### src/rtl/symbol_clock_recovery_nco_assert.svh
// Assertion macros for the symbol clock recovery block.
// Included by scrnco_core, which checks its own logic; needs nothing else.
`ifndef SYMBOL_CLOCK_RECOVERY_NCO_ASSERT_SVH
`define SYMBOL_CLOCK_RECOVERY_NCO_ASSERT_SVH

// same-cycle implication, checked outside reset
`define SCRNCO_ASSERT_NOW(label, clk, rst, ante, cons) \
   label: assert property (@(posedge clk) disable iff (rst) (ante) |-> (cons)) \
      else $error("scrnco check failed");

// next-cycle implication, checked outside reset
`define SCRNCO_ASSERT_NEXT(label, clk, rst, ante, cons) \
   label: assert property (@(posedge clk) disable iff (rst) (ante) |=> (cons)) \
      else $error("scrnco check failed");

`endif

### src/rtl/scrnco_pkg.sv
// Shared types and constants for the symbol clock recovery block.
// Used by the register file, the datapath and the top level.
package scrnco_pkg;

   localparam int SYMBOL_W = 8;
   localparam int REG_W    = 15;
   localparam int ERR_W    = 16;
   localparam int CNT_W    = 16;
   localparam int ADDR_W   = 3;
   localparam int DATA_W   = 32;

   localparam logic [REG_W-1:0] PHASE_STEP_RESET   = 15'h0000;
   localparam logic [REG_W-1:0] TARGET_PHASE_RESET = 15'h4000;
   localparam logic [CNT_W-1:0] CNT_MAX            = 16'hffff;

   typedef enum logic [0:0] {
      REG_PHASE_STEP   = 1'b0,
      REG_TARGET_PHASE = 1'b1
   } reg_index_type;

   typedef struct packed {
      logic [REG_W-1:0] phase_step;
      logic [REG_W-1:0] target_phase;
   } cfg_type;

endpackage

### src/rtl/scrnco_csr.sv
// Configuration registers: phase step and target phase behind an APB-style port.
// Depends on scrnco_pkg.
module scrnco_csr
   import scrnco_pkg::*;
(
   input  logic              clock,
   input  logic              reset,
   input  logic              psel,
   input  logic              penable,
   input  logic              pwrite,
   input  logic [ADDR_W-1:0] paddr,
   input  logic [DATA_W-1:0] pwdata,
   output logic [DATA_W-1:0] prdata,
   output logic              pready,
   output cfg_type           cfg
);

   cfg_type       cfg_ff;
   cfg_type       cfg_in;
   reg_index_type index;
   logic          wr_en;

   assign index  = reg_index_type'(paddr[2]);
   assign wr_en  = psel && penable && pwrite;
   assign pready = 1'b1;
   assign cfg    = cfg_ff;

   always_comb begin
      cfg_in = cfg_ff;
      prdata = '0;
      unique case (index)
         REG_PHASE_STEP: begin
            prdata = DATA_W'(cfg_ff.phase_step);
            if (wr_en) begin
               cfg_in.phase_step = pwdata[REG_W-1:0];
            end
         end
         REG_TARGET_PHASE: begin
            prdata = DATA_W'(cfg_ff.target_phase);
            if (wr_en) begin
               cfg_in.target_phase = pwdata[REG_W-1:0];
            end
         end
      endcase
   end

   always_ff @(posedge clock) begin
      if (reset) begin
         cfg_ff.phase_step   <= PHASE_STEP_RESET;
         cfg_ff.target_phase <= TARGET_PHASE_RESET;
      end else begin
         cfg_ff <= cfg_in;
      end
   end

endmodule

### src/rtl/scrnco_core.sv
// Datapath: input register, phase accumulator loop, edge counter and result register.
// Depends on scrnco_pkg and symbol_clock_recovery_nco_assert.svh.
`include "symbol_clock_recovery_nco_assert.svh"
module scrnco_core
   import scrnco_pkg::*;
#(
   parameter int PHASE_BITS = 15
)
(
   input  logic                clock,
   input  logic                reset,
   input  cfg_type             cfg,
   input  logic                req_valid,
   output logic                req_ready,
   input  logic [SYMBOL_W-1:0] req_symbol,
   output logic                rsp_valid,
   input  logic                rsp_ready,
   output logic                rsp_capture,
   output logic                rsp_edge_seen,
   output logic signed [ERR_W-1:0] rsp_phase_error,
   output logic [CNT_W-1:0]    rsp_samples_since_edge
);

   localparam int CALC_W = ((PHASE_BITS > ERR_W) ? PHASE_BITS : ERR_W) + 1;

   logic                  s1_valid_ff, s1_valid_in;
   logic [SYMBOL_W-1:0]   s1_symbol_ff;
   logic                  rsp_valid_ff, rsp_valid_in;
   logic                  capture_ff, edge_seen_ff;
   logic signed [ERR_W-1:0] rsp_err_ff;
   logic [CNT_W-1:0]      rsp_cnt_ff;

   logic [PHASE_BITS-1:0] phase_ff, phase_in;
   logic [SYMBOL_W-1:0]   prev_ff;
   logic signed [ERR_W-1:0] err_ff, err_in;
   logic [CNT_W-1:0]      dist_ff, dist_in;

   logic                  out_free, advance, accept, edge_hit, cap;
   logic [CALC_W-1:0]     diff, half_ext, pulled, sum;
   logic signed [ERR_W-1:0] err_now, half;
   logic [PHASE_BITS-1:0] phase_mid;
   logic [CNT_W-1:0]      dist_base;

   assign out_free  = !rsp_valid_ff || rsp_ready;
   assign advance   = s1_valid_ff && out_free;
   assign req_ready = !s1_valid_ff || out_free;
   assign accept    = req_valid && req_ready;

   always_comb begin
      s1_valid_in = s1_valid_ff;
      if (accept) begin
         s1_valid_in = 1'b1;
      end else if (advance) begin
         s1_valid_in = 1'b0;
      end
      rsp_valid_in = rsp_valid_ff;
      if (advance) begin
         rsp_valid_in = 1'b1;
      end else if (rsp_ready) begin
         rsp_valid_in = 1'b0;
      end
   end

   always_comb begin
      edge_hit  = s1_symbol_ff != prev_ff;
      diff      = CALC_W'(phase_ff) - CALC_W'(cfg.target_phase);
      err_now   = diff[ERR_W-1:0];
      half      = err_now >>> 1;
      half_ext  = {{(CALC_W-ERR_W){half[ERR_W-1]}}, half};
      pulled    = CALC_W'(phase_ff) - half_ext;
      phase_mid = edge_hit ? pulled[PHASE_BITS-1:0] : phase_ff;
      sum       = CALC_W'(phase_mid) + CALC_W'(cfg.phase_step);
      cap       = (sum >> PHASE_BITS) != '0;
      phase_in  = sum[PHASE_BITS-1:0];
      err_in    = edge_hit ? err_now : err_ff;
      dist_base = edge_hit ? '0 : dist_ff;
      dist_in   = (dist_base == CNT_MAX) ? dist_base : dist_base + 1'b1;
   end

   always_ff @(posedge clock) begin
      if (reset) begin
         s1_valid_ff  <= 1'b0;
         rsp_valid_ff <= 1'b0;
         phase_ff     <= '0;
         prev_ff      <= '0;
         err_ff       <= '0;
         dist_ff      <= '0;
      end else begin
         s1_valid_ff  <= s1_valid_in;
         rsp_valid_ff <= rsp_valid_in;
         if (advance) begin
            phase_ff <= phase_in;
            prev_ff  <= s1_symbol_ff;
            err_ff   <= err_in;
            dist_ff  <= dist_in;
         end
      end
   end

   always_ff @(posedge clock) begin
      if (accept) begin
         s1_symbol_ff <= req_symbol;
      end
      if (advance) begin
         capture_ff   <= cap;
         edge_seen_ff <= edge_hit;
         rsp_err_ff   <= err_in;
         rsp_cnt_ff   <= dist_in;
      end
   end

   assign rsp_valid              = rsp_valid_ff;
   assign rsp_capture            = capture_ff;
   assign rsp_edge_seen          = edge_seen_ff;
   assign rsp_phase_error        = rsp_err_ff;
   assign rsp_samples_since_edge = rsp_cnt_ff;

   `SCRNCO_ASSERT_NEXT(a_edge_count_one, clock, reset, advance && edge_hit, rsp_cnt_ff == 16'd1)
   `SCRNCO_ASSERT_NEXT(a_count_nonzero, clock, reset, advance, dist_ff != '0)
   `SCRNCO_ASSERT_NEXT(a_err_held, clock, reset, advance && !edge_hit, $stable(err_ff))
   `SCRNCO_ASSERT_NOW(a_full_stall, clock, reset, s1_valid_ff && rsp_valid_ff && !rsp_ready, !req_ready)

endmodule

### src/rtl/symbol_clock_recovery_nco.sv
// Symbol clock recovery NCO: takes one symbol per cycle while rsp_ready is high and
// returns one result per item, held first in the input register, then in the result
// register; the phase loop closes through the phase register alone, so items stream
// back to back. On a symbol change the phase is pulled toward target_phase by half the
// error; capture marks wraps. Depends on scrnco_pkg, scrnco_csr and scrnco_core.
module symbol_clock_recovery_nco
   import scrnco_pkg::*;
#(
   parameter int PHASE_BITS = 15
)
(
   input  logic                clock,
   input  logic                reset,
   input  logic                psel,
   input  logic                penable,
   input  logic                pwrite,
   input  logic [ADDR_W-1:0]   paddr,
   input  logic [DATA_W-1:0]   pwdata,
   output logic [DATA_W-1:0]   prdata,
   output logic                pready,
   input  logic                req_valid,
   output logic                req_ready,
   input  logic [SYMBOL_W-1:0] req_symbol,
   output logic                rsp_valid,
   input  logic                rsp_ready,
   output logic                rsp_capture,
   output logic                rsp_edge_seen,
   output logic signed [ERR_W-1:0] rsp_phase_error,
   output logic [CNT_W-1:0]    rsp_samples_since_edge
);

   cfg_type cfg;

   scrnco_csr u_csr (
      .clock   (clock),
      .reset   (reset),
      .psel    (psel),
      .penable (penable),
      .pwrite  (pwrite),
      .paddr   (paddr),
      .pwdata  (pwdata),
      .prdata  (prdata),
      .pready  (pready),
      .cfg     (cfg)
   );

   scrnco_core #(
      .PHASE_BITS (PHASE_BITS)
   ) u_core (
      .clock                  (clock),
      .reset                  (reset),
      .cfg                    (cfg),
      .req_valid              (req_valid),
      .req_ready              (req_ready),
      .req_symbol             (req_symbol),
      .rsp_valid              (rsp_valid),
      .rsp_ready              (rsp_ready),
      .rsp_capture            (rsp_capture),
      .rsp_edge_seen          (rsp_edge_seen),
      .rsp_phase_error        (rsp_phase_error),
      .rsp_samples_since_edge (rsp_samples_since_edge)
   );

endmodule
### config.mk
export PLATFORM = sky130hd
export DESIGN_NAME = symbol_clock_recovery_nco
export DESIGN_NICKNAME = d
export VERILOG_FILES = /design/src/rtl/scrnco_pkg.sv /design/src/rtl/scrnco_csr.sv /design/src/rtl/scrnco_core.sv /design/src/rtl/symbol_clock_recovery_nco.sv
export VERILOG_INCLUDE_DIRS = /design/src /design/src/rtl
export SDC_FILE = /design/constraint.sdc
export NUM_CORES = 1
export LEC_CHECK = 0
export BUFFER_PORTS_ARGS = -buffer_cell sky130_fd_sc_hd__buf_2
export CORE_ASPECT_RATIO = 1.1
export CORE_MARGIN = 2
export CORE_UTILIZATION = 39
export DETAILED_ROUTE_END_ITERATION = 7
export PLACE_DENSITY = 0.56
export REMOVE_ABC_BUFFERS = 1
export SLEW_MARGIN = 0
export SYNTH_ARGS = -nofsm -noshare
export SYNTH_HDL_FRONTEND = slang
export SYNTH_SLANG_ARGS = --single-unit
### constraint.sdc
create_clock -name clock -period 6 [get_ports clock]
set_clock_uncertainty 0.15 [all_clocks]
set_input_delay 0 -clock clock [delete_from_list [all_inputs] [get_ports clock]]
set_output_delay 0 -clock clock [all_outputs]
set_load 0.01 [all_outputs]
# Word level (Yosys, flattened, before mapping)
# Index checks and enable logic that the tools add are counted.
# word_totals
regBits,129
inputBits,50
output_inout_bits,69
elab_cells,42
# op_classes
addsub,4
eq_ne,2
muxes,9
n_bitwise,1
n_reduce_logical,13
# op_table
op,count
case mux 32 bit (2 select lines),1
2-to-1 mux 16 bit,3
nonzero test 17 bit,1
adder 15 x 15 -> 16 bit,1
"adder 16 x 1 -> 16 bit, second input constant",1
"== test 16 bit, second input constant",1
subtractor 15 x 15 -> 16 bit,1
2-to-1 mux 15 bit,1
subtractor 15 bit,1
!= test 8 bit,1
logical AND 1 bit,4
2-to-1 mux 1 bit,4
AND reduction 2 bit,2
nonzero test 2 bit,2
logical NOT 1 bit,2
logical OR 1 bit,2
NOT 1 bit,1

# Depth between registers and ports, before layout
# Gate-level depths: netlist (run 1).
# logic_depth
word_depth,5
ltp_mapped,25
ltp_nobuf,25

# By module
# Synthesis (run 1) repeated with hierarchy kept, for this count alone.
# unflattened
cells_unflattened,841
hier_area_um2,7484.7
# by_module_without_submodules
module,n_inst,cells_per_inst,area_per_inst_um2,seq_area_each_um2
scrnco_core,1,687,5876.9,2402.3
scrnco_csr,1,154,1607.8,600.6

# Least setup slack after synthesis (run 1)
# No wires, ideal clock.
# synth_path
path_kind,register -> register
start,register u_core.phase_ff[1]
end,register u_core.phase_ff[14]
setup_time_ns,0.087
arrival_time_ns,4.996
t_required_ns,5.763
slack_ns,0.767
path_stages_with_launch,23
path_buffers,0
period_less_slack_ns,5.233
path_cell_list,dfxtp_1 -> ha_1 -> nor2b_1 -> o31a_1 -> o21a_1 -> nor2_1 -> xnor2_1 -> inv_1 -> ha_1 -> o2111ai_1 -> nand3_1 -> o41a_1 -> maj3_1 -> maj3_2 -> maj3_1 -> a21oi_1 -> xor2_1 -> o21ai_1 -> ha_1 -> o41ai_1 -> o21ai_0 -> xnor2_1 -> o31ai_1
# synth_between
elab_chain_cells,4
# synth_lines
item,line_no,rtl
from (decl),scrnco_core.sv:33,"logic [PHASE_BITS-1:0] phase_ff, phase_in;"
from (signal assigned),scrnco_core.sv:92,phase_ff <= phase_in;
subtractor 15 x 15 -> 16 bit,scrnco_core.sv:66,diff = CALC_W'(phase_ff) - CALC_W'(cfg.target_phase);
subtractor 15 bit,scrnco_core.sv:70,pulled = CALC_W'(phase_ff) - half_ext;
2-to-1 mux 15 bit *,scrnco_core.sv:71,phase_mid = edge_hit ? pulled[PHASE_BITS-1:0] : phase_ff;
adder 15 x 15 -> 16 bit *,scrnco_core.sv:72,sum = CALC_W'(phase_mid) + CALC_W'(cfg.phase_step);
# Mark *: on every way between the ends. The rest lies on a longest branch, timed or not.
# A chain may end at the register's enable or synchronous reset.

# Worst setup path in the final report (run 1)
# layout_path
start,register u_core.phase_ff[0]
end,"register u_core.capture_ff (netlist: u_core.rsp_capture), data pin"
# layout_between
elab_chain_cells,5
# layout_lines
item,line_no,rtl
subtractor 15 x 15 -> 16 bit,scrnco_core.sv:66,
subtractor 15 bit,scrnco_core.sv:70,
2-to-1 mux 15 bit *,scrnco_core.sv:71,
adder 15 x 15 -> 16 bit *,scrnco_core.sv:72,
nonzero test 17 bit *,scrnco_core.sv:73,cap = (sum >> PHASE_BITS) != '0;
named net u_core.cap,scrnco_core.sv:38,"logic out_free, advance, accept, edge_hit, cap;"
to (signal assigned),scrnco_core.sv:105,capture_ff <= cap;
to (decl),scrnco_core.sv:29,"logic capture_ff, edge_seen_ff;"
# Mark *: on every way through the listed nets, which the timed path passes. The rest lies on a longest branch.

==> impl_metrics.toml, run 1 <==
[run_status]
status = "completed"

[power]
ir_drop_uv = 227
p_sw_mw = 1.82
power_density_nw_per_um2 = 532
p_leak_nw = 3.61
swShare_pct = 39.0
pwr-share-comb_pct = 52.9
clkPwrFrac_pct = 23.7
intPower_mw = 2.85
power_frac_seq_pct = 23.5

[cts]
clock_sink_count = 129
cts_buffers = 17
root_buffer = "clkbuf_16"
clkTransAtPathRegs_ns = 0.06
clk_path_buf_depth = 2
htree_levels = 4
cts_tree = "done"
worstSkewPairLatency_ns = 0.42

[global_routing]
antenna_found_initial = 0
track_usage_pct = 16.5
grt_pass1_wl_um = 26400
grt_max_degree = 60
grt_pass1_vias = 5500
grt-ovfl-total = 0

[floorplan]
core_area_um2 = 18400
start_util_pct = 39.9
io_pins = 119
die-area_um2 = 19900
die_y_um = 148
die-width_um = 135
num_rows = 52

[timing]
hold_violations = 0
fin_ws_ns = 0.433
slew_headroom_pct = 28.2
finalMaxSlewViolations = 0
worst_pin_slew_ns = 1.08
max_freq_mhz = 180
setup_viol_count_final = 0
fin_crit_ns = 5.57
period_share_pct = 92.8
rsz0062_at_grt = "no"
tns_ns = 0

[place]
gp_congestion = 0.798
portBuffers = 81
hpwl_um = 10800
place_ws_ns = 0.336
place_area_um2 = 7870
dp.cells = 1148

[yosys]
synth.largest_area_cell = "dfxtp_1"
yosysWarnings = 0
ys_seq_area_share_pct = 40.9
async_flop_share_pct = 0
synth_edf_count = 42
synth-seq-cells = 129
synth_area_um2 = 7340
ys_types = 62
synth-main-ff-cell = "dfxtp_1"
yosys-top-cells-area = "dfxtp_1 (24%), edfxtp_1 (17%), nand2_1 (8.6%)"
yosysTopAreaCellShare_pct = 23.7
synthCells = 858
syn_area_per_cell_um2 = 8.56

[setup_path]
cp.required_ns = 6.02
r2r-start = "u_core.phase_ff[0]"
worstPathArrival_ns = 5.58
endpoint_kind = "register"
critPathSlowestCell = "fa_1"
max_stage_delay_ns = 0.42
crit_chain = "inv_1 > ha_1 > inv_1 > fa_1 > a21o_1 > a21oi_1 > xnor2_1 > inv_1 > ha_1 > a21oi_2 > nor2b_1 > o41a_1 > maj3_2 > maj3_2 > maj3_2 > xnor2_1 > o21ai_0 > ha_1 > or3_1 > o211a_1 > o21a_1 > o211ai_1 > nand2_1"
critPathKind = "register to register"
cp-start-kind = "register"
crit_start = "u_core.phase_ff[0]"
path_max_fanout = 5

[layout]
final_cell_mix = "nand2_1 (168), a21oi_1 (100), dfxtp_1 (87)"
finalNonFillerCells = 1209
final_cell_area_um2 = 8790
drive_gt1_share_pct = 15.6
nets = 1049
area_delta_synth_final_pct = 19.8
antennaDiodeCount = 0
final_common_cell = "nand2_1"

[routing]
drtIter0Drc = 317
routed_wl_um = 16200
drc = 0
viasPerCell = 4.91
vias = 5936
wl_per_cell_um = 13.4
drtAntennaViolNets = 0
firstDrtPassIters = 5

[hold_path]
min_path_type = "primary input to register"
min-delay-start = "paddr[2]"

[flow_run]
cap_viol_max_count = 0
worst max-delay path: cells and delay by family (launching register included):
family	cells	cell delay (ns)
AO/OA/AOI/OAI	8	1.57
XOR/XNOR	2	0.28
adder cells (fa/ha/maj)	7	2.21
buffers and inverters	3	0.20
flip-flops	1	0.32
AND/OR/NAND/NOR	3	0.58
routing by layer:
metal	wire (um)	GRT usage, %
met1	7850	21.4
met2	7480	27.4
met3	632	3.81
met4	205	4.74
met5	0	0
synth_stat cells (all sizes together) (3+ instances only):
master,count
maj3,6
xnor2,24
a21oi,101
inv,34
o21a,5
nor2,59
o21bai,5
nor3,15
a31oi,8
o21ai,37
clkbuf,31
and2,6
mux2,17
or3,8
and3,10
dfxtp,87
edfxtp,42
nor2b,4
xor2,35
nand3,20
a21o,15
a211oi,3
nand3b,3
buf,26
nand2,168
nand4,5
nand2b,7
ha,43
o211ai,3
and4,3
fa,3
path summary, 6_finish.rpt:
| kind | to | cells past startpoint | slack, ns |
|---|---|---|---|
| max | u_core.rsp_capture | 23 | 0.43 |
| min | u_csr.cfg[1] | 5 | 0.08 |
| max reg2reg | u_core.rsp_capture | 23 | 0.43 |
| min reg2reg | u_core.err_ff[13] | 2 | 0.31 |
logic make-up (layout without fill, tap and decap cells):
logic type,Yosys count,after routing,share of synthesized area (%)
adders and majority gates,52,52,9.03
other,2,18,0.102
AOI/OAI and AO/OA,192,192,15.3
xor gates and xnor gates,59,59,7.29
buffers and inverters,91,183,5.81
and+or+nand+nor,315,315,18.8
DFF,129,129,40.9
muxes,18,18,2.74
stage by stage:
stage	power, mW	util, %	hold slack, ns
2_1_floorplan	3.09	-	-0.0809
3_3_place_gp	3.53	42.7	0.0279
3_5_place_dp	3.54	42.7	0.0287
4_1_cts	4.69	47.7	0.0678
5_1_grt	5.08	47.8	0.127
6_report	4.67	47.8	0.0754
repair_timing:
item / 4_1_cts / 5_1_grt
endpoints found under the setup margin: 0 / 1
gates resized for setup: 0 / 1
hold buffers: 29 / 0
setup buffers: 0 / 0
hold endpoints to repair: 41 / 0
final cells by class:
| type | instances | area [um2] |
|---|---|---|
| Multi-Input combinational cell | 654 | 3990 |
| Timing Repair Buffer | 117 | 748 |
| Clock buffer | 20 | 447 |
| Fill cell | 1809 | 9620 |
| Tap cell | 243 | 304 |
| Clock inverter | 12 | 180 |
| Inverter | 34 | 128 |
| Sequential cell | 129 | 3000 |
flip-flops by register name (all words and copies together), names as in the netlist:
signal	flops
u_csr.cfg	30
u_core.s1_symbol_ff	8
u_core.rsp_phase_error	16
u_core.dist_ff	16
u_core.rsp_samples_since_edge	16
u_core.rsp_capture	1
u_core.rsp_valid	1
u_core.s1_valid_ff	1
u_core.phase_ff	15
u_core.rsp_edge_seen	1
u_core.err_ff	16
u_core.prev_ff	8
power groups by stage:
stage	clock network [mW]	registers [mW]	logic, mW
after floorplan	0	1.12	1.97
final	1.11	1.10	2.47
after global placement	0	1.11	2.42
after global routing	1.17	1.11	2.81
after CTS	1.13	1.10	2.47
after detailed placement	0	1.12	2.43
No activity file was read; power rests on OpenSTA's default activity.
==> run 2, diff against run 1 <==
- CORE_UTILIZATION: 39 -> 50
- PLACE_DENSITY: 0.56 -> 0.69
==> run 2 against run 1 <==
Via count hardly changed. Clock power hardly changed. Wire length is 5.2% lower. Global-route usage is 3.7 points higher. Sequential power hardly changed. Setup slack worse by 0.020 ns. Design area is 0.33% lower. Total power is 0.43% lower. Critical path depth is 3 higher. Non-clock buffer count is 3 higher. Flip-flop and latch count stayed put. Critical path type unchanged.
==> impl_metrics.toml, run 2 (synthesis gave the netlist of run 1 again) <==
[timing]
finalMaxSlewViolations = 0
tns_ns = 0
period_share_pct = 93.1
fin_crit_ns = 5.59
setup_viol_count_final = 0
slew_headroom_pct = 32.3
max_freq_mhz = 179
whs_ns = 0.0878
rsz0062_at_grt = "no"
hold_violations = 0
worst_pin_slew_ns = 1.01

[floorplan]
start_util_pct = 51.0
core_area_um2 = 14400
die_y_um = 131
die-width_um = 120
io_pins = 119
die-area_um2 = 15700
num_rows = 46

[hold_path]
min_path_type = "primary input to register"
hold_end = "u_csr.cfg[17]"
worstHoldPathCells = 5
min-delay-start = "pwrite"

[routing]
viasPerCell = 5.11
drtAntennaViolNets = 0
firstDrtPassIters = 4
vias = 5938
drc = 0
wl_per_cell_um = 13.2
routed_wl_um = 15300
drtIter0Drc = 362

[cts]
clock_sink_count = 129
root_buffer = "clkbuf_16"
worstSkewPairLatency_ns = 0.42
clk_path_buf_depth = 2
cts_buffers = 17
htree_levels = 4
clkTransAtPathRegs_ns = 0.05
cts_tree = "done"

[setup_path]
r2r_slack_ns = 0.41
cp.required_ns = 6.19
worstPathArrival_ns = 5.78
r2r-start = "u_csr.cfg[1]"
endpoint_kind = "register"
cp-start-kind = "register"
critPathKind = "register to register"
path_max_fanout = 6
worstReg2RegEnd = "u_core.phase_ff[12]"
ff2ff_path_depth = 26

[layout]
nFillCells = 1303
multiInputGateArea_um2 = 3990
final_cell_mix = "nand2_1 (168), a21oi_1 (100), dfxtp_1 (86)"
final_cell_area_um2 = 8770
area_delta_synth_final_pct = 19.4
drive_gt1_share_pct = 15.7
final_common_cell = "nand2_1"
regArea_um2 = 3000
antennaDiodeCount = 0
largest_reg_flops = 30
nets = 1052

[power]
swShare_pct = 38.3
ir_drop_uv = 284
pwr-share-comb_pct = 53.0
power_density_nw_per_um2 = 531
p_sw_mw = 1.78
intPower_mw = 2.87
p_leak_nw = 3.63
power_frac_seq_pct = 23.6
power_mw = 4.65
clkPwrFrac_pct = 23.4

[global_routing]
grt_pass1_wl_um = 25700
grt_pass1_vias = 5656
antenna_found_initial = 0
grt_max_degree = 60
track_usage_pct = 20.2
grt-ovfl-total = 0

[place]
gp_congestion = 0.836
portBuffers = 81
place_area_um2 = 7800
hpwl_um = 10200

[flow_run]
cap_viol_max_count = 0

[run_status]
status = "completed"
run 2: repair_timing:
item / 4_1_cts / 5_1_grt
hold buffers: 32 / 0
resized for setup: 0 / 3
setup endpoints to repair: 0 / 2
buffers inserted: 0 / 1
hold endpoints to repair: 55 / 0
run 2: area by class of cell:
cell class,count,area share [%]
Inverter,34,1.46
Sequential cell,129,34.3
Tap cell,192,2.74
Clock buffer,22,5.41
Multi-Input combinational cell,654,45.5
Clock inverter,10,1.78
Timing Repair Buffer,120,8.88
run 2: worst max-delay path, stage by stage (launching register included):
cell and delay, ns:
dfxtp_1 0.35, inv_1 0.09, ha_1 0.30, nor2b_1 0.14, o31a_1 0.28, o21a_1 0.19, nor2_1 0.11, xnor2_1 0.13
inv_1 0.07, ha_1 0.33, o2111ai_1 0.12, nand3_1 0.13, o41a_1 0.37, maj3_1 0.38, maj3_2 0.36, xor2_1 0.14
nand2_1 0.08, xnor2_1 0.15, ha_1 0.36, and3_1 0.16, a21oi_1 0.11, o21ai_1 0.12, o41ai_2 0.38, buf_4 0.18
xnor2_1 0.11, nand2_1 0.07, a21oi_1 0.16
run 2: power groups by stage:
stage | logic [mW] | registers [mW] | clock network [mW]
after floorplan | 1.97 | 1.12 | 0
after global placement | 2.38 | 1.11 | 0
after detailed placement | 2.40 | 1.12 | 0
after CTS | 2.43 | 1.10 | 1.11
after global routing | 2.80 | 1.11 | 1.15
final | 2.47 | 1.10 | 1.09
run 2: worst max path at each step:
stage,startpoint,endpoint,cells after the start
6_report,u_csr.cfg[1],u_core.phase_ff[12],26
3_3_place_gp,u_core.phase_ff[1],u_core.phase_ff[14],22
2_1_floorplan,u_core.phase_ff[1],u_core.phase_ff[14],22
4_1_cts,u_core.phase_ff[1],u_core.phase_ff[14],22
5_1_grt,u_csr.cfg[1],u_core.phase_ff[14],25
3_5_place_dp,u_core.phase_ff[1],u_core.phase_ff[14],24
run 2: routing by layer:
metal  track usage (%)  vias to the layer above  routed length [um]
met5                 0                        -                   0
met4              7.39                        0                 190
met3              3.91                       13                 543
met2              34.3                      112                7450
met1              25.4                     2689                7140
li1                  -                     3124                   -
run 2: metrics by stage:
| stage | cells | utilization [%] | setup WS [ns] |
|---|---|---|---|
| after floorplan | 817 | - | 0.709 |
| after global placement | 1096 | 54.2 | 0.361 |
| after detailed placement | 1096 | 54.2 | 0.327 |
| after CTS | 1160 | 60.8 | 0.249 |
| after global routing | 1161 | 60.9 | 0.0213 |
| final | 1161 | 60.9 | 0.413 |
==> run 3, diff against run 2 <==
--- a/config.mk
+++ b/config.mk
@@ -19 +19,2 @@
 export SYNTH_SLANG_ARGS = --single-unit
+export TNS_END_PERCENT = 50
--- a/constraint.sdc
+++ b/constraint.sdc
@@ -4,2 +4,2 @@
 set_output_delay 0 -clock clock [all_outputs]
-set_load 0.01 [all_outputs]
+set_load 0.005 [all_outputs]
==> run 3 against run 2 <==
Combinational power about the same. Critical endpoint unchanged. Global-route usage stayed put. Utilization unchanged. Total power is 0.46% lower. Setup slack worse by 0.022 ns. Wire length down 0.12%.
==> impl_metrics.toml, run 3 (synthesis gave the netlist of run 1 again) <==
[timing]
whs_ns = 0.0862
finalMaxSlewViolations = 0
slew_headroom_pct = 32.6
fin_ws_ns = 0.391
hold_violations = 0
rsz0062_at_grt = "yes"
setup_viol_count_final = 0
period_share_pct = 93.5
fin_crit_ns = 5.61
max_freq_mhz = 178
worst_pin_slew_ns = 1.01

[global_routing]
grt-ovfl-total = 0
grt_max_degree = 60
grt_pass1_vias = 5656
grt_pass1_wl_um = 25700
track_usage_pct = 20.2
antenna_found_initial = 0

[layout]
final_common_cell = "nand2_1"
nets = 1052
antennaDiodeCount = 0
drive_gt1_share_pct = 15.7
post-route-util_pct = 60.9
regArea_um2 = 3000
area_delta_synth_final_pct = 19.4
nFillCells = 1303
largest_reg_flops = 30
final_cell_mix = "nand2_1 (168), a21oi_1 (100), dfxtp_1 (86)"
final_cell_area_um2 = 8770
multiInputGateArea_um2 = 3990

[routing]
route.layer.met1.wl_um = 7170
routed_wl_um = 15300
vias = 5938
top_layer = "met4"
viasPerCell = 5.11
firstDrtPassIters = 4
wl_per_cell_um = 13.2
wl_met3_um = 514
drc = 0
drtIter0Drc = 341
drtAntennaViolNets = 0
route.met2.wl_um = 7430

[power]
p_sw_mw = 1.76
pwr-share-comb_pct = 52.8
swShare_pct = 38.1
intPower_mw = 2.87
power_frac_seq_pct = 23.7
clkPwrFrac_pct = 23.5
power_density_nw_per_um2 = 529
ir_drop_uv = 283
p_leak_nw = 3.63

[cts]
clk_path_buf_depth = 2
root_buffer = "clkbuf_16"
clock_sink_count = 129
cts_buffers = 17
clkTransAtPathRegs_ns = 0.05
htree_levels = 4
worstSkewPairLatency_ns = 0.42
cts_tree = "done"

[place]
place_ws_ns = 0.327
portBuffers = 81
gp_congestion = 0.836
hpwl_um = 10200
place_area_um2 = 7800

[run_status]
status = "completed"

[setup_path]
path_max_fanout = 6
endpoint_kind = "register"
critPathSlowestCell = "o41ai_2"
critPathKind = "register to register"
max_stage_delay_ns = 0.39
cp-start-kind = "register"
cp.required_ns = 6.19
worstPathArrival_ns = 5.80

[floorplan]
core_area_um2 = 14400
die_y_um = 131
die-width_um = 120
io_pins = 119
start_util_pct = 51.0
die-area_um2 = 15700
num_rows = 46

[flow_run]
cap_viol_max_count = 0

[hold_path]
min_path_type = "primary input to register"
==> run 3: per-layer routing <==
metal  vias up  global-route usage [%]
met2       108                    34.3
li1       3126                       -
met3        13                    3.91
met1      2691                    25.4
met4         0                    7.39
met5         -                       0
==> run 3: cell type report <==
type | count | area share (%)
clock buffers | 22 | 5.41
repair buffers | 120 | 8.88
well taps | 192 | 2.74
inverters | 34 | 1.46
clock inverters | 10 | 1.78
multi-input cells | 654 | 45.5
flip-flops and latches | 129 | 34.3
==> run 3: power by group through the flow <==
stage | logic, mW | registers, mW | clock network [mW]
after floorplan | 1.97 | 1.11 | 0
after global placement | 2.36 | 1.11 | 0
after detailed placement | 2.38 | 1.12 | 0
after CTS | 2.42 | 1.10 | 1.11
after global routing | 2.78 | 1.11 | 1.15
final | 2.45 | 1.10 | 1.09
==> run 3: what timing repair did <==
action                                  in CTS  in global routing
buffers inserted                             0                  1
endpoints found under the setup margin       0                  2
resized for setup                            0                  2
hold endpoints to repair                    55                  0
hold buffers                                32                  0
==> run 3: worst max-delay path: cells and delay by family (launching register included) <==
family | cells | cell delay, ns
simple gates | 6 | 0.69
fa+ha+maj | 5 | 1.71
flops | 1 | 0.35
buf+inv | 3 | 0.34
compound gates | 8 | 1.76
xor+xnor | 4 | 0.53
==> run 3: final timing paths <==
| kind | from | to | slack (ns) | depth (start not counted) |
|---|---|---|---|---|
| setup / recovery | u_csr.cfg[1] | u_core.phase_ff[12] | 0.39 | 26 |
| hold / removal | pwrite | u_csr.cfg[17] | 0.09 | 5 |
| setup reg to reg | u_csr.cfg[1] | u_core.phase_ff[12] | 0.39 | 26 |
| hold reg to reg | u_core.err_ff[13] | u_core.err_ff[13] | 0.30 | 2 |
==> run 3: through the flow <==
stage | power (mW) | cells | setup TNS (ns)
finish | 4.63 | 1161 | 0
global route | 5.04 | 1161 | -0.0553
CTS | 4.63 | 1160 | 0
detailed placement | 3.49 | 1096 | 0
global placement | 3.47 | 1096 | 0
floorplan | 3.08 | 817 | 0
